[config.mk]
export PLATFORM = sky130hd
export DESIGN_NAME = kgsr_cmd_fifo
export DESIGN_NICKNAME = d
export VERILOG_FILES = /design/src/hdl/assert_macros.svh /design/src/hdl/kgsr_pkg.sv /design/src/hdl/kgsr_cmd_fifo.sv
export SDC_FILE = /design/constraint.sdc
export NUM_CORES = 1
export LEC_CHECK = 0
export BUFFER_PORTS_ARGS = -buffer_cell sky130_fd_sc_hd__buf_2
export CAP_MARGIN = 5
export CORE_UTILIZATION = 40
export CTS_CLUSTER_SIZE = 28
export DETAILED_ROUTE_END_ITERATION = 8
export GPL_TIMING_DRIVEN = 0
export PLACE_DENSITY = 0.74
export SETUP_SLACK_MARGIN = 0.3
export SLEW_MARGIN = 20
export SYNTH_ARGS = -nofsm -noshare
export SYNTH_HDL_FRONTEND = slang
export SYNTH_SLANG_ARGS = --single-unit
[constraint.sdc]
create_clock -name clk -period 2.2 [get_ports clk]
set_input_delay 0.44 -clock clk [delete_from_list [all_inputs] [get_ports clk]]
set_output_delay 0.44 -clock clk [all_outputs]
set_load 0.01 [all_outputs]
[src/hdl/assert_macros.svh]
// ----------------------------------------------------------------------------
// assert_macros.svh
// shared concurrent assertion macros
// ----------------------------------------------------------------------------
`ifndef ASSERT_MACROS_SVH
`define ASSERT_MACROS_SVH

// condition must never hold outside reset
`define KGSR_ASSERT_NEVER(label, clk, rst_n, expr) \
    label: assert property (@(posedge clk) disable iff (!rst_n) !(expr)) \
        else $error("assertion failed: forbidden condition seen");

// antecedent implies consequent in the same cycle
`define KGSR_ASSERT_IMPLIES(label, clk, rst_n, ante, cons) \
    label: assert property (@(posedge clk) disable iff (!rst_n) (ante) |-> (cons)) \
        else $error("assertion failed: implication violated");

`endif

[src/hdl/kgsr_pkg.sv]
// ----------------------------------------------------------------------------
// kgsr_pkg
// shared constants and types of the group reverse stream unit
// ----------------------------------------------------------------------------
package kgsr_pkg;

    localparam int MAX_GROUP    = 64;
    localparam int IDX_W        = $clog2(MAX_GROUP);
    localparam int COUNT_W      = $clog2(MAX_GROUP + 1);
    localparam int NUM_BANKS    = 2;
    localparam int MEM_DEPTH    = NUM_BANKS * MAX_GROUP;
    localparam int MEM_ADDR_W   = IDX_W + 1;
    localparam int VALUE_W      = 32;
    localparam int GSIZE_W      = 7;
    localparam logic [GSIZE_W-1:0] GSIZE_RESET = 7'd2;
    localparam int FIFO_DEPTH   = 2;
    localparam int FIFO_PTR_W   = $clog2(FIFO_DEPTH);
    localparam int FIFO_CNT_W   = $clog2(FIFO_DEPTH + 1);

    // one closed group waiting to be drained
    typedef struct packed {
        logic               bank;
        logic [COUNT_W-1:0] count;
        logic               reverse;
        logic               list_last;
    } kgsr_cmd_t;

    // buffer write request from the front
    typedef struct packed {
        logic                  en;
        logic [MEM_ADDR_W-1:0] addr;
        logic [VALUE_W-1:0]    data;
    } kgsr_wr_t;

    // bank handed back by the drain side
    typedef struct packed {
        logic en;
        logic bank;
    } kgsr_release_t;

    typedef enum logic {
        BK_IDLE,
        BK_DRAIN
    } kgsr_back_state_t;

endpackage

[src/hdl/kgsr_cmd_fifo.sv]
// ----------------------------------------------------------------------------
// kgsr_cmd_fifo
// short queue of closed groups between front and back
// ----------------------------------------------------------------------------
module kgsr_cmd_fifo (
    input  logic                clk,
    input  logic                rst_n,
    input  logic                push,
    input  kgsr_pkg::kgsr_cmd_t push_cmd,
    input  logic                pop,
    output kgsr_pkg::kgsr_cmd_t head,
    output logic                empty,
    output logic                full
);
    import kgsr_pkg::*;

    kgsr_cmd_t               entries_reg [FIFO_DEPTH];
    logic [FIFO_PTR_W-1:0]   wr_ptr_reg, wr_ptr_next;
    logic [FIFO_PTR_W-1:0]   rd_ptr_reg, rd_ptr_next;
    logic [FIFO_CNT_W-1:0]   count_reg, count_next;
    logic                    do_push, do_pop;

    always_comb
    begin
        empty       = (count_reg == '0);
        full        = (count_reg == FIFO_CNT_W'(FIFO_DEPTH));
        do_push     = push && !full;
        do_pop      = pop && !empty;
        head        = entries_reg[rd_ptr_reg];
        wr_ptr_next = do_push ? wr_ptr_reg + FIFO_PTR_W'(1) : wr_ptr_reg;
        rd_ptr_next = do_pop  ? rd_ptr_reg + FIFO_PTR_W'(1) : rd_ptr_reg;
        count_next  = count_reg;
        if (do_push && !do_pop)
        begin
            count_next = count_reg + FIFO_CNT_W'(1);
        end
        else if (do_pop && !do_push)
        begin
            count_next = count_reg - FIFO_CNT_W'(1);
        end
    end

    always_ff @(posedge clk or negedge rst_n)
    begin
        if (!rst_n)
        begin
            wr_ptr_reg <= '0;
            rd_ptr_reg <= '0;
            count_reg  <= '0;
        end
        else
        begin
            wr_ptr_reg <= wr_ptr_next;
            rd_ptr_reg <= rd_ptr_next;
            count_reg  <= count_next;
        end
    end

    always_ff @(posedge clk)
    begin
        if (do_push)
        begin
            entries_reg[wr_ptr_reg] <= push_cmd;
        end
    end

endmodule

==> metrics.txt <==
# TYPE chip_impl_metric gauge
chip_impl_metric{name="slew_headroom",unit="%"} 64.8
chip_impl_metric{name="die_footprint",unit="mm^2"} 0.00250
chip_impl_metric{name="drv.max_cap_violation_count",unit=""} 0
chip_impl_metric{name="cts_buffer_depth",unit=""} 2
chip_impl_metric{name="cts-buffers-inserted",unit=""} 3
chip_impl_metric{name="largest_reg_flops",unit=""} 20
chip_impl_info{name="critical_path.cell_chain",value="buf_4 -> mux2_1 -> buf_2"} 1
chip_impl_metric{name="dp_slack",unit="ns"} 0.456
chip_impl_metric{name="chipWidth",unit="um"} 50.0
chip_impl_info{name="clock_tree_from_tritoncts",value="built"} 1
chip_impl_info{name="holdCritPathClass",value="in -> reg"} 1
chip_impl_metric{name="routabilityCongestion",unit=""} 0.628
chip_impl_metric{name="dr_total_vias",unit=""} 481
chip_impl_metric{name="die-height",unit="um"} 50.0
chip_impl_info{name="cts_root_buf",value="clkbuf_4"} 1
chip_impl_metric{name="drt_first_pass_iters",unit=""} 3
chip_impl_metric{name="postSynthAreaPerCell",unit="um^2"} 18.4
chip_impl_metric{name="layout.area.seq",unit="um^2"} 701
chip_impl_metric{name="antenna_left",unit=""} 0
chip_impl_metric{name="final_layout_size_suffix_gt1_share",unit="%"} 40.0
chip_impl_info{name="setup_repair_after_global_routing_missed_its_margin",value="false"} 1
chip_impl_metric{name="area_occupied_by_multi_input_gates",unit="um^2"} 206
chip_impl_metric{name="ys_seq_area_share",unit="%"} 76.2
chip_impl_metric{name="antennaDiodeCount",unit=""} 0
chip_impl_metric{name="hold_viol",unit=""} 0
chip_impl_info{name="cp_top_family",value="flip-flops"} 1
chip_impl_metric{name="clock_insertion_delay_worst_skew",unit="ns"} 0.31
chip_impl_metric{name="mappedNetlistNets",unit=""} 65
chip_impl_metric{name="cpPeakStageDelay",unit="ns"} 0.37
chip_impl_metric{name="wl",unit="um"} 1250
chip_impl_info{name="timing.hold.worst.start",value="push_cmd[8]"} 1
chip_impl_metric{name="detailedRoute.firstIterationViolations",unit=""} 6
chip_impl_info{name="timing.hold.worst_endpoint",value="entries_reg[0][8]"} 1
chip_impl_metric{name="powerDensity",unit="mW/mm^2"} 1280
chip_impl_metric{name="post-route-min-period",unit="ns"} 1.79
chip_impl_metric{name="detail_route.drc_violations",unit=""} 0
chip_impl_metric{name="ios",unit=""} 26
chip_impl_metric{name="cp.buffers_inverters",unit=""} 2
chip_impl_metric{name="area_growth",unit="%"} 24.4
chip_impl_metric{name="timing.setup.tns",unit="ns"} 0
chip_impl_metric{name="grt_overflow",unit=""} 0
chip_impl_metric{name="vdd.ir_drop.worst",unit="mV"} 0.813
chip_impl_metric{name="achievable-frequency",unit="MHz"} 557
chip_impl_metric{name="report.final.slew_viol_count",unit=""} 0
chip_impl_metric{name="clk_pin_slew",unit="ns"} 0.12
chip_impl_metric{name="placeable_core_area",unit="mm^2"} 0.00206
chip_impl_metric{name="cell_row_count",unit=""} 16
chip_impl_metric{name="clock-skew-final",unit="ns"} 0.00330
chip_impl_metric{name="cp_data_required_time",unit="ns"} 1.76
chip_impl_metric{name="crit_path_max_fanout",unit=""} 10
chip_impl_metric{name="final_util",unit="%"} 55.5
chip_impl_metric{name="worstMarginPinSlew",unit="ns"} 0.527
chip_impl_metric{name="antenna_found_initial",unit=""} 0
chip_impl_metric{name="post_cts_buffers",unit=""} 0
chip_impl_metric{name="synth.cell_area",unit="um^2"} 920
chip_impl_metric{name="port_buffers",unit=""} 25
chip_impl_info{name="critical_path.slowest_cell",value="dfrtp_1"} 1
chip_impl_metric{name="fillers",unit=""} 178
chip_impl_metric{name="setup-violations-final",unit=""} 0
chip_impl_metric{name="numClockSinks",unit=""} 24
chip_impl_metric{name="h-tree-depth",unit=""} 1
chip_impl_metric{name="synth-seq-cells",unit=""} 24
chip_impl_info{name="worstReg2RegStart",value="count_reg[0]"} 1
chip_impl_metric{name="timing.final.ws_setup",unit="ns"} 0.406
chip_impl_metric{name="final_net_count",unit=""} 96
chip_impl_info{name="crit_type",value="reg -> out"} 1
chip_impl_metric{name="floorplan.initialDensity",unit="%"} 44.6
chip_impl_metric{name="grt_start_max_net_pins",unit=""} 15
chip_impl_metric{name="wire_length_of_the_first_global_routing_pass",unit="um"} 2170
chip_impl_metric{name="synth-warning-count",unit=""} 0
chip_impl_metric{name="worstHoldPathCells",unit=""} 1
chip_impl_metric{name="ff2ff_path_depth",unit=""} 7
chip_impl_metric{name="instances_no_fill",unit=""} 107
chip_impl_metric{name="synth_cells",unit=""} 50
chip_impl_info{name="run_status",value="finished, final reports clean"} 1
chip_impl_metric{name="grt.total_usage",unit="%"} 12.5
chip_impl_metric{name="route.detailed.wl_per_inst",unit="um"} 11.6
chip_impl_metric{name="dpl.cell_count",unit=""} 102
chip_impl_info{name="cp-end-kind",value="output port"} 1
chip_impl_metric{name="grt_pass1_vias",unit=""} 476
chip_impl_metric{name="finalCritPeriodShare",unit="%"} 81.6
chip_impl_metric{name="critPathArrivalTime",unit="ns"} 1.35
chip_impl_metric{name="synth_cell_type_count",unit=""} 13
chip_impl_metric{name="routed_via_density",unit=""} 4.50
chip_impl_info{name="critPathLaunchType",value="flop"} 1
chip_impl_metric{name="whs",unit="ns"} 0.314
chip_impl_info{name="rr_endpoint",value="count_reg[1]"} 1
chip_impl_metric{name="r2r_setup_slack",unit="ns"} 0.67
chip_impl_metric{name="placed_wire_length_estimate_after_detailed_placement",unit="um"} 888
chip_impl_metric{name="total_leakage_power",unit="nW"} 0.466
[worst max path at each step]
| stage | cells past startpoint | start | to | slack, ns |
|---|---|---|---|---|
| floorplan | 3 | count_reg[0] | entries_reg[0][0] | 0.74 |
| global placement | 3 | count_reg[0] | entries_reg[0][1] | 0.48 |
| detailed placement | 3 | count_reg[0] | entries_reg[0][9] | 0.46 |
| CTS | 3 | rd_ptr_reg | head[5] | 0.38 |
| global route | 3 | rd_ptr_reg | head[8] | 0.31 |
| finish | 3 | rd_ptr_reg | head[8] | 0.41 |
[power breakdown]
group / switching [mW] / internal [mW] / leakage, nW
clock: 0.122 / 0.184 / 0.0279
sequential: 0.0555 / 0.633 / 0.232
combinational: 0.252 / 0.219 / 0.206
[Yosys cell counts]
cell type  instances  area, um^2
edfxtp_1          20         601
mux2_1            10         113
dfrtp_1            4         100
nor2_1             3        11.3
xnor2_1            3        26.3
inv_1              2        7.51
xor2_1             2        17.5
and3_1             1        6.26
buf_4              1        7.51
ha_1               1        12.5
nand2_2            1        6.26
nand2b_1           1        6.26
o21ai_1            1        5.00
[kinds of logic after synthesis]
kind of cell               count (synthesis)  share of synthesized area, %
AOI/OAI and AO/OA                          1                         0.544
DFF                                       24                          76.2
xor gates and xnor gates                   5                          4.76
buffers and inverters                      3                          1.63
muxes                                     10                          12.2
and+or+nand+nor                            6                          3.27
adders and majority gates                  1                          1.36
[per-stage QoR]
| step | power (mW) | area, um^2 |
|---|---|---|
| detailed placement | 1.17 | 1080 |
| global placement | 1.16 | 1080 |
| floorplan | 1.01 | 920 |
| global route | 1.56 | 1140 |
| finish | 1.47 | 1140 |
| CTS | 1.48 | 1140 |
[what timing repair did]
action	4_1_cts	5_1_grt
resized for setup	0	1
hold buffers	1	0
endpoints found under the setup margin	0	10
endpoints found under the hold margin	4	0
[cells in the final DEF (no fill, tap or decap), drive strengths merged]
cell / n
nor2: 3
edfxtp: 20
inv: 2
mux2: 10
bufinv: 1
dlygate4sd3: 1
and3: 1
ha: 1
clkbuf: 3
o21ai: 1
nand2: 1
nand2b: 1
buf: 26
xor2: 2
dfrtp: 4
xnor2: 3
[worst reg2reg max path: stages (launching register included)]
cell and delay, ns:
dfrtp_1 0.45, nand2b_1 0.20, nand2_2 0.11, inv_1 0.05
ha_1 0.19, xor2_1 0.15, nor2_1 0.15, xor2_1 0.15
[layout make-up]
class | instances | area share [%]
plain buffers | 1 | 0.656
clock buffers | 3 | 1.97
clock inverters | 1 | 2.63
inverters | 2 | 0.656
multi-input cells | 23 | 18.1
flip-flops and latches | 24 | 61.3
well taps | 27 | 2.95
repair buffers | 26 | 11.8
[metal layers]
layer | share of wire [%] | vias to the layer above | GRT usage [%]
met5 | 0 | - | 0
met4 | 0 | 0 | 2.86
met3 | 9.1 | 0 | 7.10
met2 | 46 | 21 | 18.7
met1 | 45 | 221 | 15.6
li1 | - | 239 | -
(Power assumes the default switching activity.)
