===== config.mk =====
export PLATFORM = sky130hd
export DESIGN_NAME = kgsr_front
export DESIGN_NICKNAME = d
export VERILOG_FILES = /design/src/hdl/assert_macros.svh /design/src/hdl/kgsr_pkg.sv /design/src/hdl/kgsr_front.sv
export SDC_FILE = /design/constraint.sdc
export NUM_CORES = 1
export LEC_CHECK = 0
export ABC_AREA = 1
export BUFFER_PORTS_ARGS = -buffer_cell sky130_fd_sc_hd__buf_2
export CAP_MARGIN = 25
export CORE_ASPECT_RATIO = 1.4
export CORE_MARGIN = 2
export CORE_UTILIZATION = 25
export DETAILED_ROUTE_END_ITERATION = 10
export GPL_ROUTABILITY_DRIVEN = 1
export HOLD_SLACK_MARGIN = 0.08
export PLACE_DENSITY = 0.62
export SETUP_SLACK_MARGIN = 0.2
export SKIP_LAST_GASP = 1
export SYNTH_ARGS = -nofsm -noshare
export SYNTH_HDL_FRONTEND = slang
export SYNTH_SLANG_ARGS = --single-unit

===== constraint.sdc =====
create_clock -name clk -period 2.8 [get_ports clk]
set_clock_uncertainty 0.2 [all_clocks]
set_input_delay 0.84 -clock clk [delete_from_list [all_inputs] [get_ports clk]]
set_output_delay 0.84 -clock clk [all_outputs]
set_load 0.02 [all_outputs]

===== src/hdl/assert_macros.svh =====
// ----------------------------------------------------------------------------
// assert_macros.svh
// shared concurrent assertion macros
// ----------------------------------------------------------------------------
`ifndef ASSERT_MACROS_SVH
`define ASSERT_MACROS_SVH

// condition must never hold outside reset
`define KGSR_ASSERT_NEVER(label, clk, rst_n, expr) \
    label: assert property (@(posedge clk) disable iff (!rst_n) !(expr)) \
        else $error("assertion failed: forbidden condition seen");

// antecedent implies consequent in the same cycle
`define KGSR_ASSERT_IMPLIES(label, clk, rst_n, ante, cons) \
    label: assert property (@(posedge clk) disable iff (!rst_n) (ante) |-> (cons)) \
        else $error("assertion failed: implication violated");

`endif


===== src/hdl/kgsr_pkg.sv =====
// ----------------------------------------------------------------------------
// kgsr_pkg
// shared constants and types of the group reverse stream unit
// ----------------------------------------------------------------------------
package kgsr_pkg;

    localparam int MAX_GROUP    = 64;
    localparam int IDX_W        = $clog2(MAX_GROUP);
    localparam int COUNT_W      = $clog2(MAX_GROUP + 1);
    localparam int NUM_BANKS    = 2;
    localparam int MEM_DEPTH    = NUM_BANKS * MAX_GROUP;
    localparam int MEM_ADDR_W   = IDX_W + 1;
    localparam int VALUE_W      = 32;
    localparam int GSIZE_W      = 7;
    localparam logic [GSIZE_W-1:0] GSIZE_RESET = 7'd2;
    localparam int FIFO_DEPTH   = 2;
    localparam int FIFO_PTR_W   = $clog2(FIFO_DEPTH);
    localparam int FIFO_CNT_W   = $clog2(FIFO_DEPTH + 1);

    // one closed group waiting to be drained
    typedef struct packed {
        logic               bank;
        logic [COUNT_W-1:0] count;
        logic               reverse;
        logic               list_last;
    } kgsr_cmd_t;

    // buffer write request from the front
    typedef struct packed {
        logic                  en;
        logic [MEM_ADDR_W-1:0] addr;
        logic [VALUE_W-1:0]    data;
    } kgsr_wr_t;

    // bank handed back by the drain side
    typedef struct packed {
        logic en;
        logic bank;
    } kgsr_release_t;

    typedef enum logic {
        BK_IDLE,
        BK_DRAIN
    } kgsr_back_state_t;

endpackage


===== src/hdl/kgsr_front.sv =====
// ----------------------------------------------------------------------------
// kgsr_front
// accepts requests, fills a buffer bank and closes groups
// ----------------------------------------------------------------------------
module kgsr_front (
    input  logic                           clk,
    input  logic                           rst_n,
    input  logic                           cfg_wr_en,
    input  logic [kgsr_pkg::GSIZE_W-1:0]   cfg_wr_data,
    input  logic                           in_valid,
    output logic                           in_stall,
    input  logic [kgsr_pkg::VALUE_W-1:0]   item_value,
    input  logic                           list_last,
    output kgsr_pkg::kgsr_wr_t             wr,
    output logic                           cmd_push,
    output kgsr_pkg::kgsr_cmd_t            cmd,
    input  kgsr_pkg::kgsr_release_t        release_req
);
    import kgsr_pkg::*;

    logic [GSIZE_W-1:0]   group_size_reg;
    logic [COUNT_W-1:0]   fill_reg, fill_next;
    logic                 bank_reg, bank_next;
    logic [NUM_BANKS-1:0] busy_reg, busy_next;
    logic [COUNT_W-1:0]   n_items, g_eff;
    logic                 accept, complete;

    always_comb
    begin
        // zero acts as one, oversize saturates
        if (group_size_reg == '0)
        begin
            g_eff = COUNT_W'(1);
        end
        else if (int'(group_size_reg) > MAX_GROUP)
        begin
            g_eff = COUNT_W'(MAX_GROUP);
        end
        else
        begin
            g_eff = COUNT_W'(group_size_reg);
        end

        in_stall = busy_reg[bank_reg];
        accept   = in_valid && !in_stall;
        n_items  = fill_reg + COUNT_W'(1);
        complete = (n_items >= g_eff);

        wr.en    = accept;
        wr.addr  = {bank_reg, fill_reg[IDX_W-1:0]};
        wr.data  = item_value;

        cmd_push      = accept && (complete || list_last);
        cmd.bank      = bank_reg;
        cmd.count     = n_items;
        cmd.reverse   = complete;
        cmd.list_last = list_last;

        busy_next = busy_reg;
        if (release_req.en)
        begin
            busy_next[release_req.bank] = 1'b0;
        end
        fill_next = fill_reg;
        bank_next = bank_reg;
        if (cmd_push)
        begin
            busy_next[bank_reg] = 1'b1;
            fill_next           = '0;
            bank_next           = !bank_reg;
        end
        else if (accept)
        begin
            fill_next = n_items;
        end
    end

    always_ff @(posedge clk or negedge rst_n)
    begin
        if (!rst_n)
        begin
            group_size_reg <= GSIZE_RESET;
            fill_reg       <= '0;
            bank_reg       <= 1'b0;
            busy_reg       <= '0;
        end
        else
        begin
            if (cfg_wr_en)
            begin
                group_size_reg <= cfg_wr_data;
            end
            fill_reg <= fill_next;
            bank_reg <= bank_next;
            busy_reg <= busy_next;
        end
    end

endmodule


==> summary.txt, run 1 <==
Synthesis
  • Post-synthesis instance total: 184
  • Synth top area cells: dfrtp_1 (28%), buf_4 (23%), nand2_1 (14%), ha_1 (7.1%), inv_1 (5.6%)
  • Dominant synthesized flop cell: dfrtp_1
  • Mapped Nets: 238
  • Sequential area share after synthesis: 30.3%
  • Mapped Avg Cell Area: 7.66 um2
  • Asr flop ratio synth: 100%
  • Cell taking the most area after synthesis: dfrtp_1
  • Distinct cells, synth: 24
  • Share of the synthesized area in the top cell type: 28.4%
  • Synthesized flop and latch total: 17
  • Ys Warns: 0
  • Post-synth EDFFs: 0
  • Netlist Area Pre-Place: 1410 um2

Clock network
  • Clk buf depth: 2
  • Hold Buf Count CTS: 0
  • CTS sink cnt: 17
  • CTS H-tree lvls: 1
  • CTS tree: done
  • Number of buffers created by CTS: 3
  • Skew-Pair Late Insertion Delay: 0.25 ns
  • Root cell of the clock tree: clkbuf_8
  • Clk slew on worst S/H paths: 0.07 ns

Layout
  • Storage cell area: 430 um2
  • Final Core Density: 32.4%
  • Share of layout cells above drive strength 1: 50.0%
  • Number of diodes: 0
  • Layout Nets: 265
  • P&R area growth vs syn: 26.3%
  • Area of the multi-input gates: 694 um2
  • Fillers: 604

Global routing
  • Initial antenna violation count: 0
  • First-pass GRT wire length: 5.02 mm
  • Vias in the first global route: 1,154
  • Total congestion overflow: 0
  • Tot GR Track Use: 10.5%
  • Pin count of the biggest net entering global routing: 18

Floorplan
  • FP Rows: 32
  • Die H: 92.8 um
  • Die width: 67.4 um
  • # IOs: 98
  • Starting density of the core: 25.7%
  • Core region area: 5490 um2
  • Die ar.: 6260 um2

Critical path
  • Largest fanout on the critical path: 6
  • Crit Path Class: reg2out
  • Critical Path Source Type: flip-flop
  • Arr. time, crit path: 2.23 ns
  • Critical Path Sink Type: output pin
  • Depth of the most critical reg-to-reg path: 16
  • Worst EP required: 1.76 ns

Power and ir drop
  • Switch share: 44.5%
  • Sw power: 622 uW
  • Leakage: 0.977 nW
  • Sequential power share: 26.4%
  • Worst ir drop on vdd: 287 uV
  • Clk network pwr share: 13.2%
  • Cell internal pwr: 774 uW
  • P per Cell Area: 785 nW/um2
  • Comb power frac: 60.4%

Worst hold path
  • Worst min-delay path category: reg2reg
  • Worst hold stages: 2

STA
  • Final slew viol count: 0
  • Tcrit/Tclk final: 117%
  • RSZ-0062 raised after global routing: true
  • Setup violators final: 2
  • Final Critical Period: 3.27 ns
  • Worst Tran Pin Value: 0.396 ns
  • Smallest setup slack after layout: -0.469 ns
  • Relative slew slack: 73.6%
  • Hold Fails Final Rpt: 0
  • Fmax: 0.306 GHz

Route
  • Routed len/inst: 11.0 um
  • Total wire length: 3.07 mm
  • Drt pass-1 iters: 4
  • DRC violations left: 0
  • Vias per cell: 4.18
  • Initial DRC Count: 23
  • Via count: 1,161
  • Detail Route Antenna Nets: 0

Placed design
  • PortBufs: 33
  • Pre-CTS setup slack: -0.168 ns
  • RePlAce Congestion: 0.703
  • DP Wirelength: 2.44 mm

Status
  • Outcome: finished with violations
  • Violated checks: setup timing

Run
  • Max cap viols: 0
[critical path, stage by stage (launching register included)]
cell and delay [ns]:
dfstp_2 0.54, inv_2 0.04, nand4_1 0.11, o21ai_1 0.07
buf_4 0.16, nand2_4 0.07, o31ai_4 0.06, ha_1 0.28
inv_1 0.05, nand2_1 0.04, nand2_1 0.07, nand2_2 0.07
nand2_2 0.06, nand3_2 0.08, nand2_2 0.11, inv_4 0.04
buf_6 0.12
[repair_timing]
item / 4_1_cts / 5_1_grt
cloned: 0 / 0
hold endpoints to repair: 0 / 0
pin swaps: 4 / 6
endpoints found under the setup margin: 2 / 4
gates resized for setup: 5 / 9
setup buffers: 1 / 3
[logic make-up (layout without fill, tap and decap cells)]
kind of cell    after synthesis  in the layout  share of synthesized area, %
mux                           1              1                         0.711
buf+inv                      68             94                          30.9
compound gates               17             17                          7.02
xor+xnor                      3              3                          1.87
fa+ha+maj                     8              8                          7.11
simple gates                 70             70                          22.1
flops                        17             17                          30.3
[area by class of cell]
cell class | instances | area share (%)
tap | 68 | 4.78
clock buffer | 4 | 2.53
timing repair buffer | 67 | 24.3
inverter | 23 | 5.13
multi-input combinational | 99 | 39.0
sequential | 17 | 24.2
[power by group through the flow]
stage	Sequential, mW	Clock (mW)	Combinational (mW)
2_1_floorplan	0.372	0	0.654
3_3_place_gp	0.368	0	0.773
3_5_place_dp	0.371	0	0.784
4_1_cts	0.366	0.192	0.825
5_1_grt	0.375	0.205	0.933
6_report	0.369	0.185	0.843
[path summary, 6_finish.rpt]
kind / start / slack (ns) / endpoint
setup / recovery: group_size_reg[1] / -0.47 / cmd_push
hold / removal: busy_reg[1] / 0.29 / busy_reg[1]
setup reg to reg: group_size_reg[1] / 0.40 / fill_reg[5]
hold reg to reg: busy_reg[1] / 0.29 / busy_reg[1]
max in group asynchronous: rst_n / 1.78 / group_size_reg[1]
min in group asynchronous: rst_n / 0.30 / fill_reg[3]
[layer usage]
metal | up-vias | GRT usage, % | wire, um
li1 | 587 | - | -
met1 | 526 | 10.8 | 1140
met2 | 34 | 19.2 | 1650
met3 | 14 | 1.82 | 189
met4 | 0 | 5.78 | 88
met5 | - | 0 | 0
[per-stage QoR]
step	total power, mW	hold WS, ns	std cells	setup TNS (ns)	cell area, um2
floorplan	1.03	0.248	184	-0.0548	1530
global placement	1.14	0.281	270	-0.211	1660
detailed placement	1.15	0.278	270	-0.286	1660
CTS	1.38	0.295	275	-0.807	1730
global route	1.51	0.321	278	-1.20	1780
finish	1.40	0.289	278	-0.920	1780
[layout by cell type, fill, tap and decap left out, drive strengths merged]
cell type  count
nand3          7
a21oi          3
o31ai          1
xnor2          2
dfstp          1
xor2           1
clkbuf         4
buf           67
mux2i          1
o21ai         12
inv           23
nand4          5
dfrtp         16
a22oi          1
nor2           4
ha             8
nand2         54
[cell usage after synthesis (2+ instances only)]
cell / number
a21oi_1: 3
buf_4: 43
dfrtp_1: 16
ha_1: 8
inv_1: 21
nand2_1: 52
nand2_4: 2
nand3_1: 6
nand4_1: 5
nor2_1: 4
o21ai_0: 10
xnor2_1: 2
No activity file was read; power rests on OpenSTA's default activity.
==> run 2, diff against run 1 <==
Settings changed: ABC_AREA 1 to unset, PLACE_DENSITY 0.62 to 0.63.
==> run 2 against run 1 <==
Compared with the run above: the run still ends with setup timing left; first-iteration DRC count is 74% lower; critical path type unchanged; cell count shrank 18%; combinational power shrank 25%; synthesized cell count is 21% lower; sequential power is 5.4% lower; sequential cell count is the same; core utilization grew 0.40 points; power fell by 17%; count of clock-buffer cells in the layout unchanged; design area fell by 4.8%.
==> summary.txt, run 2 <==
Synthesis
  • Simple logic cell fraction of the synthesized area: 13.8% (was 22.1%)
  • Mapped Avg Cell Area: 9.21 um2 (was 7.66 um2)
  • Compound-Gate Fraction of Synth Area: 10.4% (was 7.02%)
  • Top post-synthesis cells by count: buf_4 (43), nand2_1 (18), dfrtp_1 (16) (was nand2_1 (52), buf_4 (43), inv_1 (21))
  • Mapped Nets: 199 (was 238)
  • Post-synthesis instance total: 145 (was 184)
  • Netlist Area Pre-Place: 1340 um2 (was 1410 um2)
  • Dominant synthesized flop cell: dfrtp_1 (unchanged)
  • XOR/XNOR Fraction of Synth Area: 3.84% (was 1.87%)
  • Share of the synthesized area in the top cell type: 30.0% (was 28.4%)
  • Synth top area cells: dfrtp_1 (30%), buf_4 (24%), ha_1 (7.5%), nand2_1 (5.1%), mux2_2 (5.1%) (was dfrtp_1 (28%), buf_4 (23%), nand2_1 (14%), ha_1 (7.1%), inv_1 (5.6%))
  • Distinct cells, synth: 35 (was 24)
  • Cell taking the most area after synthesis: dfrtp_1 (unchanged)
  • Ys Warns: 0 (unchanged)
  • Most frequent cell after synthesis: buf_4 (was nand2_1)
  • Synthesized flop and latch total: 17 (unchanged)
  • Post-synthesis adder-cell area fraction: 7.50% (was 7.10%)
  • Post-synth EDFFs: 0 (unchanged)
  • Asr flop ratio synth: 100% (unchanged)
  • Sequential area share after synthesis: 32.0% (was 30.3%)
  • Mux contribution to synthesized area: 5.81% (was 0.710%)
  • Largest family of logic cells by synthesized area: buffers and inverters (unchanged)

Power and ir drop
  • Worst ir drop on vdd: 276 uV (was 287 uV)
  • Power consumption: 1.16 mW (was 1.40 mW)
  • P per Cell Area: 685 nW/um2 (was 785 nW/um2)
  • Leakage: 0.826 nW (was 0.977 nW)

Global routing
  • Tot GR Track Use: 9.94% (was 10.5%)
  • Total congestion overflow: 0 (unchanged)
  • First-pass GRT wire length: 4.54 mm (was 5.02 mm)
  • Vias in the first global route: 990 (was 1,154)
  • Pin count of the biggest net entering global routing: 18 (unchanged)
  • Initial antenna violation count: 0 (unchanged)

Route
  • Detail Route Antenna Nets: 0 (unchanged)
  • Routed len/inst: 11.8 um (was 11.0 um)
  • Wire length on met3: 191 um (was 189 um)
  • DRT met1 WL: 1.08 mm (was 1.14 mm)
  • Via count: 958 (was 1,161)
  • Total wire length: 2.71 mm (was 3.07 mm)
  • Highest Signal Layer: met4 (unchanged)
  • Drt pass-1 iters: 3 (was 4)
  • DRC violations left: 0 (unchanged)
  • Vias per cell: 4.18 (about the same)
  • Met2 wire len: 1.35 mm (was 1.65 mm)
  • Initial DRC Count: 6 (was 23)

Floorplan
  • Core region area: 5160 um2 (was 5490 um2)
  • Starting density of the core: 25.9% (was 25.7%)
  • # IOs: 98 (unchanged)
  • FP Rows: 31 (was 32)
  • Die H: 90.5 um (was 92.8 um)
  • Die ar.: 5950 um2 (was 6260 um2)
  • Die width: 65.8 um (was 67.4 um)

STA
  • Setup violators final: 6 (was 2)
  • Hold Fails Final Rpt: 0 (unchanged)
  • Final slew viol count: 0 (unchanged)
  • Smallest setup slack after layout: -0.778 ns (was -0.469 ns)
  • RSZ-0062 raised after global routing: true (unchanged)
  • Tcrit/Tclk final: 128% (was 117%)
  • Final Critical Period: 3.58 ns (was 3.27 ns)
  • Fmax: 0.279 GHz (was 0.306 GHz)
  • Setup TNS: -1.59 ns (was -0.920 ns)
  • Relative slew slack: 73.7% (was 73.6%)
  • Worst Tran Pin Value: 0.395 ns (was 0.396 ns)

Clock network
  • CTS H-tree lvls: 1 (unchanged)
  • CTS tree: done (unchanged)
  • Number of buffers created by CTS: 3 (unchanged)
  • Clk buf depth: 2 (unchanged)
  • Skew-Pair Late Insertion Delay: 0.25 ns (about the same)
  • Root cell of the clock tree: clkbuf_8 (unchanged)
  • Clk slew on worst S/H paths: 0.07 ns (about the same)
  • Hold Buf Count CTS: 0 (unchanged)
  • CTS sink cnt: 17 (unchanged)

Critical path
  • Critical Path Source Type: flip-flop (unchanged)
  • Arr. time, crit path: 2.54 ns (was 2.23 ns)
  • Largest fanout on the critical path: 3 (was 6)
  • Worst EP required: 1.76 ns (about the same)
  • Depth of the most critical reg-to-reg path: 12 (was 16)
  • CP startpoint: fill_reg[1] (was group_size_reg[1])
  • Critical Path, Cell by Cell: ha_4, nand2_4, nor2_4, xor2_4, ha_4, and2_4, a221o_1, a311o_1, and2_4, buf_6 (was inv_2, nand4_1, o21ai_1, buf_4, nand2_4, o31ai_4, ha_1, inv_1, nand2_1, nand2_1, nand2_2, nand2_2, nand3_2, nand2_2, inv_4, buf_6)
  • CP max stage cell: dfrtp_1 (was dfstp_2)
  • Crit-path max cell delay: 0.41 ns (was 0.54 ns)
  • Critical Path Sink Type: output pin (unchanged)
  • R2r startpoint: fill_reg[1] (was group_size_reg[1])
  • Crit Path Class: reg2out (unchanged)

Layout
  • Most common cell after layout, fill and taps aside: buf_2 (was nand2_1)
  • Final Core Density: 32.8% (was 32.4%)
  • Share of layout cells above drive strength 1: 60.1% (was 50.0%)
  • Most frequent cells in the layout: buf_2 (30), buf_4 (25), nand2_1 (15), dfrtp_1 (15) (was nand2_1 (45), buf_4 (34), buf_2 (31))
  • Layout Nets: 218 (was 265)
  • Number of diodes: 0 (unchanged)
  • Post-Layout Cell Count: 229 (was 278)
  • P&R area growth vs syn: 26.9% (was 26.3%)

Status
  • Outcome: finished with violations (unchanged)
  • Violated checks: setup timing (unchanged)

Placed design
  • Placed cells: 221 (was 270)
  • RePlAce Congestion: 0.673 (was 0.703)
  • Pre-CTS setup slack: -0.529 ns (was -0.168 ns)
  • DP Wirelength: 2.21 mm (was 2.44 mm)
  • PortBufs: 33 (unchanged)

Run
  • Max cap viols: 0 (unchanged)

Worst hold path
  • Worst min-delay path category: in2async (was reg2reg)
run 2: cell types whose count changed in the layout (fill, tap and decap cells not counted), sizes merged, moves of 2 or more:
cell	delta
nand2	-35
inv	-18
buf	-8
mux2	+6
nand4	-5
nand3	-4
and2	+3
a31oi	+2
nand2b	+2
nand3b	+2
o2bb2ai	+2
xor2	+2
run 2: critical path: cells and delay by family, from the launching register on:
kind                     cells  cell delay [ns]
flip-flops                   1             0.41
buffers and inverters        1             0.12
AO/OA/AOI/OAI                2             0.63
adder cells (fa/ha/maj)      2             0.42
XOR/XNOR                     1             0.20
AND/OR/NAND/NOR              4             0.49
run 2: what timing repair did:
action,CTS,global route
setup endpoints to repair,9,14
pin swaps,10,4
gates resized for setup,10,13
setup buffers,2,2
run 2: logic make-up after synthesis:
group                    Yosys count
buffers and inverters             50
AND/OR/NAND/NOR                   37
AO/OA/AOI/OAI                     21
flip-flops                        17
adder cells (fa/ha/maj)            8
multiplexers                       7
XOR/XNOR                           5
run 2: final timing paths:
path                                           to  slack, ns
worst min register to register  group_size_reg[0]       0.32
min in group clk                group_size_reg[0]       0.32
worst min-delay path            group_size_reg[4]       0.30
worst max-delay path                     cmd_push      -0.78
worst max register to register        fill_reg[0]      -0.16
max in group asynchronous       group_size_reg[1]       1.78
run 2: area by class of cell:
type / instances / area, um2
clock buffer: 4 / 45.0
timing repair buffer: 59 / 392
tap: 66 / 82.6
multi-input combinational: 78 / 728
sequential: 17 / 428
inverter: 5 / 18.8
fill: 545 / 3460
run 2: power breakdown:
part	internal, mW	leakage [nW]	switching [mW]
Sequential	0.294	0.212	0.0555
Combinational	0.303	0.591	0.327
Clock	0.101	0.0228	0.0801
run 2: metal layers:
layer  GRT usage (%)  vias to the layer above
li1                -                      474
met1            12.2                      441
met2            15.1                       34
met3            2.00                        9
met4            7.12                        0
met5               0                        -
run 2: through the flow:
step,hold slack (ns),instance area [um2]
finish,0.301,1690
global route,0.330,1690
detailed placement,0.306,1500
CTS,0.311,1620
global placement,0.306,1500
floorplan,0.263,1430
